$ cat src/qrs_pkg.sv
// shared types, widths and codes for the quadratic root solver
package qrs_pkg;

  // result kind codes
  typedef enum logic [1:0] {
    KIND_DISTINCT   = 2'd0,
    KIND_EQUAL      = 2'd1,
    KIND_COMPLEX    = 2'd2,
    KIND_DEGENERATE = 2'd3
  } kind_t;

  localparam int CoefW  = 16;
  localparam int DiscW  = 34;
  localparam int NegbW  = 25;
  localparam int RadW   = 50;
  localparam int RootW  = 25;
  localparam int SremW  = 28;
  localparam int WordW  = 34;
  localparam int DremW  = 16;
  localparam int ValW   = 32;

  localparam int SqrtCells = RadW / 2;
  localparam int DivCells  = WordW;

  // sideband that travels with each beat down the cell rows
  typedef struct packed {
    logic                    valid;
    kind_t                   kind;
    logic signed [DiscW-1:0] disc;
    logic signed [NegbW-1:0] negb;
    logic                    a_neg;
    logic [CoefW-1:0]        a_mag;
    logic                    q1_neg;
    logic                    q2_neg;
  } side_t;

endpackage

$ cat src/qrs_sqrt_cell.sv
// one cell of the square root row: settles one root bit per cycle while en is high
module qrs_sqrt_cell (
  input  logic                      clk,
  input  logic                      rst,
  input  logic                      en,
  input  qrs_pkg::side_t            side_in,
  input  logic [qrs_pkg::RadW-1:0]  rad_in,
  input  logic [qrs_pkg::SremW-1:0] rem_in,
  input  logic [qrs_pkg::RootW-1:0] root_in,
  output qrs_pkg::side_t            side_out,
  output logic [qrs_pkg::RadW-1:0]  rad_out,
  output logic [qrs_pkg::SremW-1:0] rem_out,
  output logic [qrs_pkg::RootW-1:0] root_out
);

  logic [qrs_pkg::SremW+1:0] rem_try;
  logic [qrs_pkg::SremW+1:0] trial;
  logic                      fits;
  logic [qrs_pkg::SremW+1:0] rem_diff;

  // trial subtract of (4*root + 1)
  always_comb begin
    rem_try  = {rem_in, rad_in[qrs_pkg::RadW-1 -: 2]};
    trial    = {3'b000, root_in, 2'b01};
    fits     = (rem_try >= trial);
    rem_diff = fits ? (rem_try - trial) : rem_try;
  end

  always_ff @(posedge clk) begin
    if (rst) begin
      side_out.valid <= 1'b0;
    end else if (en) begin
      side_out.valid <= side_in.valid;
    end
  end

  always_ff @(posedge clk) begin
    if (en) begin
      side_out.kind   <= side_in.kind;
      side_out.disc   <= side_in.disc;
      side_out.negb   <= side_in.negb;
      side_out.a_neg  <= side_in.a_neg;
      side_out.a_mag  <= side_in.a_mag;
      side_out.q1_neg <= side_in.q1_neg;
      side_out.q2_neg <= side_in.q2_neg;
      rad_out  <= {rad_in[qrs_pkg::RadW-3:0], 2'b00};
      rem_out  <= rem_diff[qrs_pkg::SremW-1:0];
      root_out <= {root_in[qrs_pkg::RootW-2:0], fits};
    end
  end

endmodule

$ cat config.mk
export PLATFORM = sky130hd
export DESIGN_NAME = qrs_sqrt_cell
export DESIGN_NICKNAME = d
export VERILOG_FILES = /design/src/qrs_pkg.sv /design/src/qrs_sqrt_cell.sv
export SDC_FILE = /design/constraint.sdc
export NUM_CORES = 1
export LEC_CHECK = 0
export ABC_AREA = 1
export ABC_CLOCK_PERIOD_IN_PS = 5800
export BUFFER_PORTS_ARGS = -buffer_cell sky130_fd_sc_hd__buf_4
export CORE_AREA = 3 3 142 144
export CTS_BUF_LIST = sky130_fd_sc_hd__clkbuf_8 sky130_fd_sc_hd__clkbuf_16
export DETAILED_ROUTE_END_ITERATION = 10
export DIE_AREA = 0 0 145 147
export PLACE_DENSITY = 0.73
export SYNTH_ARGS = -nofsm -noshare
export SYNTH_HDL_FRONTEND = slang
export SYNTH_SLANG_ARGS = --single-unit
export TNS_END_PERCENT = 5
$ cat constraint.sdc
create_clock -name clk -period 5.8 [get_ports clk]
set_input_delay 0.87 -clock clk [delete_from_list [all_inputs] [get_ports clk]]
set_output_delay 0.87 -clock clk [all_outputs]
set_load 0.005 [all_outputs]
==> run_results.csv <==
group,metric,value,unit
clock_network,clk_pin_slew,0.07,ns
synth,synth_common_cells,"nand2_1, edfxtp_1, inv_1",
global_routing,grt_max_degree,119,
layout,finish.utilization,0.6219,
global_routing,met1_usage,0.2551,
worst_setup_path,critPathKind,"in -> reg",
sta,skew,0,ns
worst_setup_path,crit_path_top_delay_cell,"ha_1",
power,irDropWorstVdd,0.1988,mV
synth,synthMuxAreaShare,0.001237,
sta,hold_viol,0,
job,drv_cap,0,
power,power_density,282.3,nW/um^2
synth,synth_edf_count,181,
clock_network,cts.sinks,182,
sta,worstMarginPinSlew,0.6279,ns
worst_setup_path,worstPathRequired,5.97,ns
place,port_buffers,368,
drt,via_count,6417,
synth,synth-seq-cells,182,
floorplanning,core_area,18830,um^2
drt,drc_errors,0,
synth,synth-compound-area-share,0.01098,
sta,fmax,363.7,MHz
clock_network,cts_tree,"yes",
floorplanning,die_h,147,um
synth,synth_flop_cell,"edfxtp_1",
synth,synth_most_common_cell,"nand2_1",
drt,vias_per_cell,4.567,
floorplanning,dieArea,21320,um^2
floorplanning,ios,371,
clock_network,clkLatencyLatePin,0.42,ns
synth,synthTopCellsByArea,"edfxtp_1, nand2_1, inv_1, ha_1, nand3_1",
place,routabilityCongestion,0.9271,
global_routing,gr-usage-all-layers,0.2270,
layout,nFillCells,1591,
global_routing,grt_pass1_vias,6386,
sta,whs,0.5441,ns
drt,wl,24.35,mm
worst_setup_path,end_kind,"flip-flop",
layout,syn_to_final_growth,44.76,%
sta,setup-tns-final,0,ns
synth,synth_top_area_cell,"edfxtp_1",
layout,multiInputGateArea,2043,um^2
sta,period_share,0.4740,
drt,drt_iter0_drc,365,
clock_network,clockBufferDepth,2,
synth,synthAdderAreaFrac,0.04176,
synth,yosys.area_share.xor_xnor,0.01624,
synth,syn-cell-area,8089,um^2
synth,yosys.area_share.simple,0.1814,
synth,ys_types,27,
global_routing,use_met2,0.4066,
synth,syn_avg_cell_area,10.79,um^2
sta,slew_viol_final,0,
layout,drive_above_1_share,0.3671,
sta,finalCriticalPeriod,2.749,ns
worst_setup_path,worst_path_most_repeated_cell,"nand2_1",
drt,drt-wirelength-per-cell,17.33,um
global_routing,gr-total-overflow,0,
floorplanning,initial_core_util,0.4296,
status,status,"finished clean",
layout,ff_latch_area,5455,um^2
place,dp_hpwl,19.50,mm
worst_setup_path,crit_chain,"buf_4, inv_1, ha_1, nand2_2, nor2_2, nand2_1, nand2_1, inv_2, nand2_1, nand2_2, nand2_4, inv_2, nand2_1, nand2_1",
power,p_leak,5.693,nW
synth,yosysSeqAreaShare,0.6744,
sta,timing.slew.headroom,0.5814,
drt,drt-pass1-iter-count,5,
sta,setup_viol,0,
clock_network,ctsHoldBuffers,0,
worst_setup_path,cp_slowest_stage_delay,0.36,ns
clock_network,cts_root_buffer,"clkbuf_16",
synth,synthArstFlopShare,0,
clock_network,h-tree-depth,4,
worst_setup_path,critical_path_peak_fanout,30,
sta,rsz0062_at_grt,"false",
floorplanning,die_x,145,um
clock_network,cts_resized,0,
global_routing,top_usage_layer,"met2",
worst_hold_path,hold_class,"reg -> reg",
global_routing,grt_pass1_wl,36.76,mm
floorplanning,placementRows,50,
global_routing,use_met3,0.07557,
synth,synth_top_family_by_area,"simple AND/OR/NAND/NOR gates",
synth,ys.warnings.count,0,
worst_setup_path,cp-start-kind,"input pin",
layout,nets,1346,
synth,synth_top_area_frac,0.6719,
clock_network,numCtsBuffers,17,
clock_network,postCtsSetupBuffers,0,
power,p_total,0.003305,W
drt,postRouteAntennaNets,0,
global_routing,antenna_found_initial,2,
worst_setup_path,worstPathArrival,2.92,ns
synth,synth_cells,750,
## where the power goes
group	internal (W)	leakage [nW]	switching (W)	total, W
combinational	0.000297	3.65	0.000293	0.000590
sequential	0.00159	1.78	0.0000313	0.00162
clock	0.000566	0.260	0.000533	0.00110
## critical path, delay by kind of cell
kind,cells,cell delay (ns)
buffers and inverters,4,0.46
adder cells (fa/ha/maj),1,0.36
AND/OR/NAND/NOR,9,1.20
## routing by layer
layer,wire length [um],up-vias,share of wire
li1,-,3174,-
met1,9273,2954,0.38
met2,12650,245,0.52
met3,1737,42,0.071
met4,678,2,0.028
met5,11,-,0.00045
## sequential cells by signal (all words and copies together) (netlist names)
name and cells:
rad_out 48, rem_out 28, side_out 81, root_out 25
## cell type report
class / instances / area share
inverters: 142 / 0.04552
well taps: 260 / 0.02778
repair buffers: 369 / 0.2380
diodes: 1 / 0.0002137
flip-flops and latches: 182 / 0.4659
multi-input cells: 420 / 0.1745
clock buffers: 17 / 0.03633
clock inverters: 14 / 0.01186
## per-stage QoR
stage                     worst slack [ns]  cells  area (um^2)
after floorplan                      3.360    751         8093
after global placement               2.649   1373        11140
after detailed placement             2.618   1373        11140
after CTS                            3.028   1404        11710
after global routing                 2.805   1405        11710
final                                3.051   1405        11710
## path summary, 6_finish.rpt
path / startpoint / endpoint / cells after the start / slack [ns]
max: root_in[11] / rem_out[18] / 14 / 3.05
min: side_out[80] / side_out[80] / 2 / 0.54
max reg2reg: side_out[80] / side_out[80] / 2 / 5.19
min reg2reg: side_out[80] / side_out[80] / 2 / 0.54
## cell usage in the layout, fill, tap and decap left out, types with 2 or more instances in the layout
cell type / instances
buf_4: 367
nand2_1: 268
edfxtp_1: 181
inv_1: 138
nor2_1: 33
nand3_1: 31
ha_1: 27
clkbuf_16: 17
xor2_1: 14
a21oi_1: 13
nor2_2: 6
nand4_1: 6
nand2_2: 5
nand3b_1: 5
clkinvlp_4: 5
inv_2: 4
o21ai_0: 3
inv_8: 3
inv_6: 3
conb_1: 2
clkinv_8: 2
## cells by family after synthesis
family	Yosys count
compound gates	17
xor+xnor	15
fa+ha+maj	27
buf+inv	149
flops	182
mux	1
other cells	1
simple gates	358
Power figures use the tool's default switching activity.
