--- src/qrs_pkg.sv ---
// shared types, widths and codes for the quadratic root solver
package qrs_pkg;

  // result kind codes
  typedef enum logic [1:0] {
    KIND_DISTINCT   = 2'd0,
    KIND_EQUAL      = 2'd1,
    KIND_COMPLEX    = 2'd2,
    KIND_DEGENERATE = 2'd3
  } kind_t;

  localparam int CoefW  = 16;
  localparam int DiscW  = 34;
  localparam int NegbW  = 25;
  localparam int RadW   = 50;
  localparam int RootW  = 25;
  localparam int SremW  = 28;
  localparam int WordW  = 34;
  localparam int DremW  = 16;
  localparam int ValW   = 32;

  localparam int SqrtCells = RadW / 2;
  localparam int DivCells  = WordW;

  // sideband that travels with each beat down the cell rows
  typedef struct packed {
    logic                    valid;
    kind_t                   kind;
    logic signed [DiscW-1:0] disc;
    logic signed [NegbW-1:0] negb;
    logic                    a_neg;
    logic [CoefW-1:0]        a_mag;
    logic                    q1_neg;
    logic                    q2_neg;
  } side_t;

endpackage

--- src/qrs_div_cell.sv ---
// one cell of the divider row: one quotient bit per cycle for both roots while en is high
module qrs_div_cell (
  input  logic                      clk,
  input  logic                      rst,
  input  logic                      en,
  input  qrs_pkg::side_t            side_in,
  input  logic [qrs_pkg::WordW-1:0] w1_in,
  input  logic [qrs_pkg::WordW-1:0] w2_in,
  input  logic [qrs_pkg::DremW-1:0] r1_in,
  input  logic [qrs_pkg::DremW-1:0] r2_in,
  output qrs_pkg::side_t            side_out,
  output logic [qrs_pkg::WordW-1:0] w1_out,
  output logic [qrs_pkg::WordW-1:0] w2_out,
  output logic [qrs_pkg::DremW-1:0] r1_out,
  output logic [qrs_pkg::DremW-1:0] r2_out
);

  logic [qrs_pkg::DremW:0] den;
  logic [qrs_pkg::DremW:0] t1;
  logic [qrs_pkg::DremW:0] t2;
  logic                    ge1;
  logic                    ge2;
  logic [qrs_pkg::DremW:0] d1;
  logic [qrs_pkg::DremW:0] d2;

  // restoring step on each lane
  always_comb begin
    den = {1'b0, side_in.a_mag};
    t1  = {r1_in, w1_in[qrs_pkg::WordW-1]};
    t2  = {r2_in, w2_in[qrs_pkg::WordW-1]};
    ge1 = (t1 >= den);
    ge2 = (t2 >= den);
    d1  = ge1 ? (t1 - den) : t1;
    d2  = ge2 ? (t2 - den) : t2;
  end

  always_ff @(posedge clk) begin
    if (rst) begin
      side_out.valid <= 1'b0;
    end else if (en) begin
      side_out.valid <= side_in.valid;
    end
  end

  always_ff @(posedge clk) begin
    if (en) begin
      side_out.kind   <= side_in.kind;
      side_out.disc   <= side_in.disc;
      side_out.negb   <= side_in.negb;
      side_out.a_neg  <= side_in.a_neg;
      side_out.a_mag  <= side_in.a_mag;
      side_out.q1_neg <= side_in.q1_neg;
      side_out.q2_neg <= side_in.q2_neg;
      w1_out <= {w1_in[qrs_pkg::WordW-2:0], ge1};
      w2_out <= {w2_in[qrs_pkg::WordW-2:0], ge2};
      r1_out <= d1[qrs_pkg::DremW-1:0];
      r2_out <= d2[qrs_pkg::DremW-1:0];
    end
  end

endmodule

--- config.mk ---
export PLATFORM = sky130hd
export DESIGN_NAME = qrs_div_cell
export DESIGN_NICKNAME = d
export VERILOG_FILES = /design/src/qrs_pkg.sv /design/src/qrs_div_cell.sv
export SDC_FILE = /design/constraint.sdc
export NUM_CORES = 1
export LEC_CHECK = 0
export ABC_AREA = 1
export BUFFER_PORTS_ARGS = -buffer_cell sky130_fd_sc_hd__buf_2
export CORE_AREA = 2 2 142 144
export CTS_CLUSTER_SIZE = 24
export DETAILED_ROUTE_END_ITERATION = 16
export DIE_AREA = 0 0 144 146
export PLACE_DENSITY = 0.71
export SETUP_SLACK_MARGIN = 0.3
export SLEW_MARGIN = 15
export SYNTH_ARGS = -nofsm -noshare
export SYNTH_HDL_FRONTEND = slang
export SYNTH_SLANG_ARGS = --single-unit
--- constraint.sdc ---
create_clock -name clk -period 3.1 [get_ports clk]
set_clock_uncertainty 0.2 [all_clocks]
set_input_delay 0.93 -clock clk [delete_from_list [all_inputs] [get_ports clk]]
set_output_delay 0.93 -clock clk [all_outputs]
set_load 0.01 [all_outputs]
==> results of run 1 <==
## final timing paths
kind	from	to	slack (ns)	depth (start not counted)
min	side_out[80]	side_out[80]	0.35	2
max reg2reg	side_out[80]	side_out[80]	2.27	2
max	side_in[6]	r1_out[10]	0.46	13
min reg2reg	side_out[80]	side_out[80]	0.35	2
## cell usage after synthesis (all sizes together), types with 3 or more instances
cell and count:
and2 3, ha 32, buf 5, nor3 3
nand3 58, nor2 25, nand3b 6, nand4 8
xor2 10, edfxtp 180, inv 115, nand2 255
a21oi 19
## power by group
part           internal [uW]  switching [uW]
clock                   1080            1020
combinational            420             666
sequential              2950            50.4
total                   4450            1740
## tightest hold or removal path, stage by stage (launching register included)
cell     delay, ns
dfxtp_1       0.34
mux2i_1       0.08
nor2_1        0.09
## per-layer routing
layer | vias up | wire, microns | global-route usage [%]
met1 | 2980 | 8351 | 23.55
met2 | 297 | 11720 | 38.29
met4 | 0 | 843 | 10.00
li1 | 3196 | - | -
met5 | - | 0 | 0
met3 | 54 | 2165 | 6.153
## sequential cells by signal, indices dropped and copies added (netlist names)
| signal | flops |
|---|---|
| r1_out | 16 |
| w2_out | 34 |
| r2_out | 16 |
| side_out | 81 |
| w1_out | 34 |
## logic make-up after synthesis
family                   share of synthesized area [%]
AND/OR/NAND/NOR                                  19.38
flip-flops                                       66.12
buffers and inverters                            6.069
AO/OA/AOI/OAI                                    1.662
adder cells (fa/ha/maj)                          5.367
XOR/XNOR                                         1.281
multiplexers                                    0.1220
## stage by stage
step | instances | hold WS (ns) | utilization [%]
finish | 1397 | 0.3480 | 56.90
global route | 1396 | 0.3589 | 56.88
CTS | 1394 | 0.3611 | 56.86
detailed placement | 1363 | 0.3439 | 53.87
global placement | 1363 | 0.2734 | 53.87
floorplan | 731 | 0.3279 | -
## cell type report
cell class	instances	share of cell area, %
sequential	181	49.32
multi-input combinational	429	20.75
timing repair buffer	373	17.69
inverter	115	3.924
clock buffer	17	3.867
tap	265	3.014
clock inverter	14	1.376
antenna	3	0.06824
==> flow_summary.yaml, run 1 <==
run_status:
  status: "completed"
clock_network:
  cts_tree: "built"
  h-tree-depth: 4
  root_buffer: "clkbuf_16"
  numCtsBuffers: 17
  worstSkewPairLatency_ns: 0.42
  ctsHoldBuffers: 0
  postCtsSetupRepairBufs: 0
  clk_pin_slew_worst_paths_ns: 0.07
  cts_resized: 0
  clk_path_buf_depth: 2
  cts.sinks: 181
final_layout:
  multi_input_area_sq_um: 2282
  fin_nets: 1335
  drive_gt1_share_pct: 38.88
  fillers: 1703
  area.growth.synth_to_final_pct: 34.07
  stdcell_area_sq_um: 11000
  final_common_cell: "buf_2"
  final_cell_mix: "363 x buf_2, 237 x nand2_1, 180 x edfxtp_1, 110 x inv_1, 54 x nand3_1"
  regArea_sq_um: 5425
floorplan:
  dieHeight_microns: 146
  rows: 51
  dieWidth_microns: 144
  start_util_pct: 42.44
  core_sq_um: 19330
  die-area_sq_um: 21020
  ioPinCount: 365
worst_setup_path:
  crit_arrival_ns: 2.60
  cp_slowest_stage_delay_ns: 0.38
  critPathSlowestCell: "ha_1"
  crit_buf_inv: 3
  crit_type: "in2reg"
  crit_fanout: 17
  startpoint_type: "input port"
  required_ns: 3.06
  crit_family: "simple AND/OR/NAND/NOR gates"
  cp-end-kind: "flop"
  path_cells: "buf_2, inv_1, ha_1, nand2_1, nand2_1, inv_1, nand2_1, nand2_1, nand3_2, nand3_4, nand2_4, nand2_2, nand2_1"
  crit_top_cell: "nand2_1"
routing:
  detail-route-antenna-nets: 0
  num_vias: 6527
  via_per_inst: 4.672
  dr.pass1.iters: 7
  wl_microns: 23080
  wl_per_cell_microns: 16.52
  drcViolationCount: 0
  drtIter0Drc: 337
sta:
  slew_violations: 0
  tns_ns: 0
  post-route-period-util_pct: 85.14
  worstMarginPinSlew_ns: 0.3575
  clock.fmax_mhz: 378.9
  rsz0062_at_grt: "no"
  hold_viol: 0
  setup_viol: 0
  finalWorstSetupSlack_ns: 0.4605
  period_needed_ns: 2.639
  slew_headroom_pct: 76.12
synth:
  syn_avg_cell_area_sq_um: 11.22
  ys_types: 30
  yosysWarnings: 0
  async_reset_ff_share_pct: 0
  synth_area_sq_um: 8205
  netlist.area_leader.share_pct: 65.87
  synthTopCellsByArea: "edfxtp_1 66%, nand2_1 11%, inv_1 5.0%, ha_1 4.9%, nand3_1 3.3%"
  synth-edff-count: 180
  syn_inst: 731
  yosys.area.top_type: "edfxtp_1"
  ys_seq_area_share_pct: 66.12
  ys.flop_type: "edfxtp_1"
  syn_nets: 949
  ys_ff_latch: 181
placement:
  dp_worst_setup_slack_ns: 0.05191
  place_area_sq_um: 10420
  portBuffers: 364
  routabilityCongestion: 0.9023
  dp_hpwl_microns: 18530
worst_hold_path:
  hp-class: "reg2reg"
power_and_ir_drop:
  p_leak_uw: 0.005445
  power_density_nw_per_um2: 562.6
  finalPower_uw: 6189
  irDropWorstVdd_uv: 363.5
global_route:
  grt_pass1_vias: 6465
  grt.overflow.total: 0
  antenna_found_initial: 2
  grt_pass1_wl_microns: 34180
  grt_start_max_net_pins: 67
  grt_usage_pct: 21.56
run:
  cap_violations: 0
No activity file was read; power rests on OpenSTA's default activity.
==> run 2: changes to the inputs <==
Settings changed: CORE_AREA 2 2 142 144 to 4 4 140 142, PLACE_DENSITY 0.71 to not set, PLACE_DENSITY_LB_ADDON set to 0.15.
==> flow_summary.yaml, run 2 (same netlist as run 1, synthesis figures left out) <==
routing:
  drtIter0Drc: 384
  detail-route-antenna-nets: 0
  dr.pass1.iters: 5
  wl_per_cell_microns: 17.62
  num_vias: 6533
  wl_microns: 24120
  drcViolationCount: 0
  route.met3.wl_microns: 1842
  via_per_inst: 4.772
  top_layer: "met5"
  wl_met1_microns: 9417
  dr_wl_met2_microns: 12150
sta:
  worstMarginPinSlew_ns: 0.4356
  setup_viol: 0
  clock.fmax_mhz: 386.0
  hold_viol: 0
  tns_ns: 0
  slew_violations: 0
  finalWorstSetupSlack_ns: 0.5091
  rsz0062_at_grt: "no"
  slew_headroom_pct: 70.90
  period_needed_ns: 2.591
  post-route-period-util_pct: 83.58
placement:
  dp_hpwl_microns: 19510
  routabilityCongestion: 0.9094
  dp_worst_setup_slack_ns: 0.07315
  portBuffers: 364
  place_area_sq_um: 10370
worst_setup_path:
  startpoint_type: "input port"
  crit_fanout: 17
  crit_arrival_ns: 2.57
  rr_endpoint: "side_out[80]"
  crit_type: "in2reg"
  r2r_start: "side_out[80]"
  required_ns: 3.08
  reg2regPathDepth: 2
  cp-end-kind: "flop"
  reg2reg_slack_ns: 2.31
clock_network:
  cts_tree: "built"
  postCtsSetupRepairBufs: 0
  cts.sinks: 181
  numCtsBuffers: 17
  h-tree-depth: 4
  root_buffer: "clkbuf_16"
  worstSkewPairLatency_ns: 0.43
  clk_pin_slew_worst_paths_ns: 0.08
  ctsHoldBuffers: 0
  cts_resized: 0
  clk_path_buf_depth: 2
floorplan:
  die-area_sq_um: 21020
  core_sq_um: 18460
  dieHeight_microns: 146
  rows: 50
  dieWidth_microns: 144
  start_util_pct: 44.46
  ioPinCount: 365
global_route:
  grt_start_max_net_pins: 60
  grt_pass1_wl_microns: 35560
  grt_pass1_vias: 6273
  grt.overflow.total: 0
  grt_usage_pct: 22.35
  antenna_found_initial: 7
final_layout:
  largest_reg_flops: 81
  largest-register: "side_out"
  stdcell_area_sq_um: 10980
  area.growth.synth_to_final_pct: 33.87
  final_common_cell: "buf_2"
  drive_gt1_share_pct: 38.90
  fin_util_pct: 59.52
  fin_nets: 1336
  largestRegisters: "side_out (81), w1_out (34), w2_out (34)"
  final_cell_mix: "363 x buf_2, 237 x nand2_1, 180 x edfxtp_1, 110 x inv_1, 54 x nand3_1"
worst_hold_path:
  min_from: "side_out[80]"
  hp-class: "reg2reg"
  worstHoldEndpoint: "side_out[80]"
  hold-path-cell-count: 2
run_status:
  status: "completed"
power_and_ir_drop:
  p_leak_uw: 0.005455
  irDropWorstVdd_uv: 361.8
  power_density_nw_per_um2: 568.2
run:
  cap_violations: 0
-- run 2: layout make-up --
cell class,instances,area [sq um]
multi-input cells,429,2282
flip-flops and latches,181,5425
repair buffers,374,1941
clock buffers,17,425.4
well taps,234,292.8
inverters,115,431.7
fillers,1608,7471
diodes,4,10.01
clock inverters,15,176.4
-- run 2: power breakdown --
group	switching (uW)	internal [uW]	leakage (uW)
clock network	1060	1090	0.000293
registers	52.9	2950	0.00177
logic	664	422	0.00339
-- run 2: per-stage QoR --
stage	hold slack (ns)	instances	total power [uW]
floorplan	0.3279	731	3615
global placement	0.2703	1333	4126
detailed placement	0.2868	1333	4144
CTS	0.3089	1365	6298
global route	0.3644	1368	6541
finish	0.3009	1369	6241
-- run 2: worst max-delay path by stage --
stage / endpoint / slack, ns / from / cells after the start
after floorplan: r1_out[7] / 0.45 / side_in[12] / 13
after global placement: r1_out[14] / 0.13 / side_in[13] / 9
after detailed placement: r2_out[11] / 0.07 / side_in[10] / 13
after CTS: r2_out[9] / 0.53 / side_in[10] / 13
after global routing: r2_out[8] / 0.33 / side_in[2] / 9
final: r2_out[9] / 0.51 / side_in[10] / 13
-- run 2: layer usage --
metal / GRT usage (%) / up-vias
li1: - / 3213
met1: 27.04 / 3004
met2: 37.97 / 264
met3: 5.915 / 46
met4: 8.475 / 6
met5: 0 / -
-- run 2: critical path, cell delays in order --
cell and delay, ns:
buf_2 0.12, inv_1 0.07, ha_1 0.38, nand2_2 0.13, inv_1 0.04, nand2_1 0.05, nand2_1 0.06, inv_1 0.09
nand3_2 0.11, nand2_4 0.22, nand2_4 0.18, nand2_1 0.11, nand2_1 0.05
==> run 3: changes to the inputs <==
Clock period 3.1 ns to 2.7 ns, I/O delays scaled along.
==> flow_summary.yaml, run 3 (same netlist as run 1, synthesis figures left out) <==
sta:
  tns_ns: 0
  clock.fmax_mhz: 420.8
  slew_headroom_pct: 65.64
  period_needed_ns: 2.376
  fin_hold_ws_ns: 0.3177
  setup_viol: 0
  slew_violations: 0
  hold_viol: 0
  post-route-period-util_pct: 88.01
  rsz0062_at_grt: "yes"
  worstMarginPinSlew_ns: 0.5153
worst_setup_path:
  startpoint_type: "input port"
  reg2reg_slack_ns: 1.89
  crit_family: "buffers and inverters"
  cp-end-kind: "flop"
  cp_slowest_stage_delay_ns: 0.30
  r2r_start: "side_out[80]"
  required_ns: 2.68
  crit_arrival_ns: 2.36
  crit_type: "in2reg"
  crit_buf_inv: 6
  crit_fanout: 8
  reg2regPathDepth: 2
  rr_endpoint: "side_out[80]"
  critPathSlowestCell: "ha_1"
  path_cells: "buf_2, inv_1, buf_4, ha_1, inv_2, nor2_4, nand2_2, a21oi_2, nor2_4, buf_12, buf_8, nand3_2, nand2_2"
floorplan:
  start_util_pct: 44.46
  dieWidth_microns: 144
  rows: 50
  ioPinCount: 365
  dieHeight_microns: 146
  die-area_sq_um: 21020
  core_sq_um: 18460
power_and_ir_drop:
  power_density_nw_per_um2: 601.3
  p_leak_uw: 0.005876
  irDropWorstVdd_uv: 456.1
final_layout:
  final_cells: 1450
  largest_reg_flops: 81
  final_cell_mix: "356 x buf_2, 207 x nand2_1, 180 x edfxtp_1, 91 x inv_1, 80 x buf_4"
  area.growth.synth_to_final_pct: 50.67
  final_common_cell: "buf_2"
  multi_input_area_sq_um: 2912
  drive_gt1_share_pct: 51.24
  fin_nets: 1419
  fillers: 1462
  largestRegisters: "side_out (81), w1_out (34), w2_out (34)"
  regArea_sq_um: 5425
  largest-register: "side_out"
placement:
  routabilityCongestion: 0.9159
  portBuffers: 364
  dp_hpwl_microns: 20500
  dp.cells: 1398
clock_network:
  cts.sinks: 181
  numCtsBuffers: 17
  ctsHoldBuffers: 0
  worstSkewPairLatency_ns: 0.43
  clk_path_buf_depth: 2
  h-tree-depth: 4
  cts_tree: "built"
  clk_pin_slew_worst_paths_ns: 0.07
  root_buffer: "clkbuf_16"
worst_hold_path:
  min_from: "side_out[80]"
  worstHoldEndpoint: "side_out[80]"
  hold-path-cell-count: 2
  hp-class: "reg2reg"
global_route:
  grtUsageMet2_pct: 40.11
  grt_usage_pct: 23.30
  grt_pass1_vias: 6731
  use_met3_pct: 6.408
  grt_busiest_layer: "met2"
  use_met1_pct: 28.64
  grt_start_max_net_pins: 51
  grt.overflow.total: 0
  grt_pass1_wl_microns: 37360
  antenna_found_initial: 2
routing:
  wl_per_cell_microns: 18.04
  dr.pass1.iters: 5
  num_vias: 6964
  wl_microns: 26160
  drcViolationCount: 0
  detail-route-antenna-nets: 0
  via_per_inst: 4.803
  drtIter0Drc: 359
run:
  cap_violations: 0
run_status:
  status: "completed"
## run 3: where the power goes
group          total (uW)  switching [uW]  internal [uW]
registers            3440            59.5           3380
logic                1580             889            687
clock network        2410            1170           1240
total                7430            2120           5310
## run 3: per-stage QoR
step	setup slack, ns	util (%)	power [uW]	cell area [sq um]
3_5_place_dp	-0.2690	61.10	4975	11280
6_report	0.3238	66.99	7434	12360
5_1_grt	0.2487	66.99	7790	12360
3_3_place_gp	-0.2198	61.10	4950	11280
2_1_floorplan	0.2144	-	4224	8621
4_1_cts	0.3161	64.33	7399	11870
## run 3: worst max-delay path by stage
stage	start	end	slack, ns	depth (start not counted)
after floorplan	side_in[13]	r1_out[6]	0.21	13
after global placement	side_in[10]	r1_out[14]	-0.22	13
after detailed placement	side_in[10]	r1_out[15]	-0.27	13
after CTS	side_in[5]	r2_out[10]	0.32	14
after global routing	side_in[6]	r1_out[15]	0.25	14
final	side_in[17]	r2_out[6]	0.32	13
## run 3: layout make-up
cell class | count | share of cell area (%)
flip-flops and latches | 181 | 43.88
repair buffers | 454 | 21.59
multi-input cells | 432 | 23.55
clock buffers | 17 | 3.441
inverters | 115 | 3.876
well taps | 234 | 2.368
clock inverters | 15 | 1.255
diodes | 2 | 0.04048
## run 3: worst reg2reg max path: cells and delay by family (launching register included)
family / cells / cell delay (ns)
flip-flops: 1 / 0.31
multiplexers: 1 / 0.14
AND/OR/NAND/NOR: 1 / 0.05
## run 3: layer usage
metal / routed length, microns / vias up
met3: 2088 / 28
met2: 13430 / 274
li1: - / 3393
met1: 10250 / 3269
met5: 0 / -
met4: 390 / 0
## run 3: what timing repair did
| item | in CTS | in global routing |
|---|---|---|
| gates resized for setup | 2 | 72 |
| cloned | 0 | 5 |
| setup buffers | 1 | 12 |
| pin swaps | 1 | 29 |
| endpoints found under the setup margin | 22 | 33 |
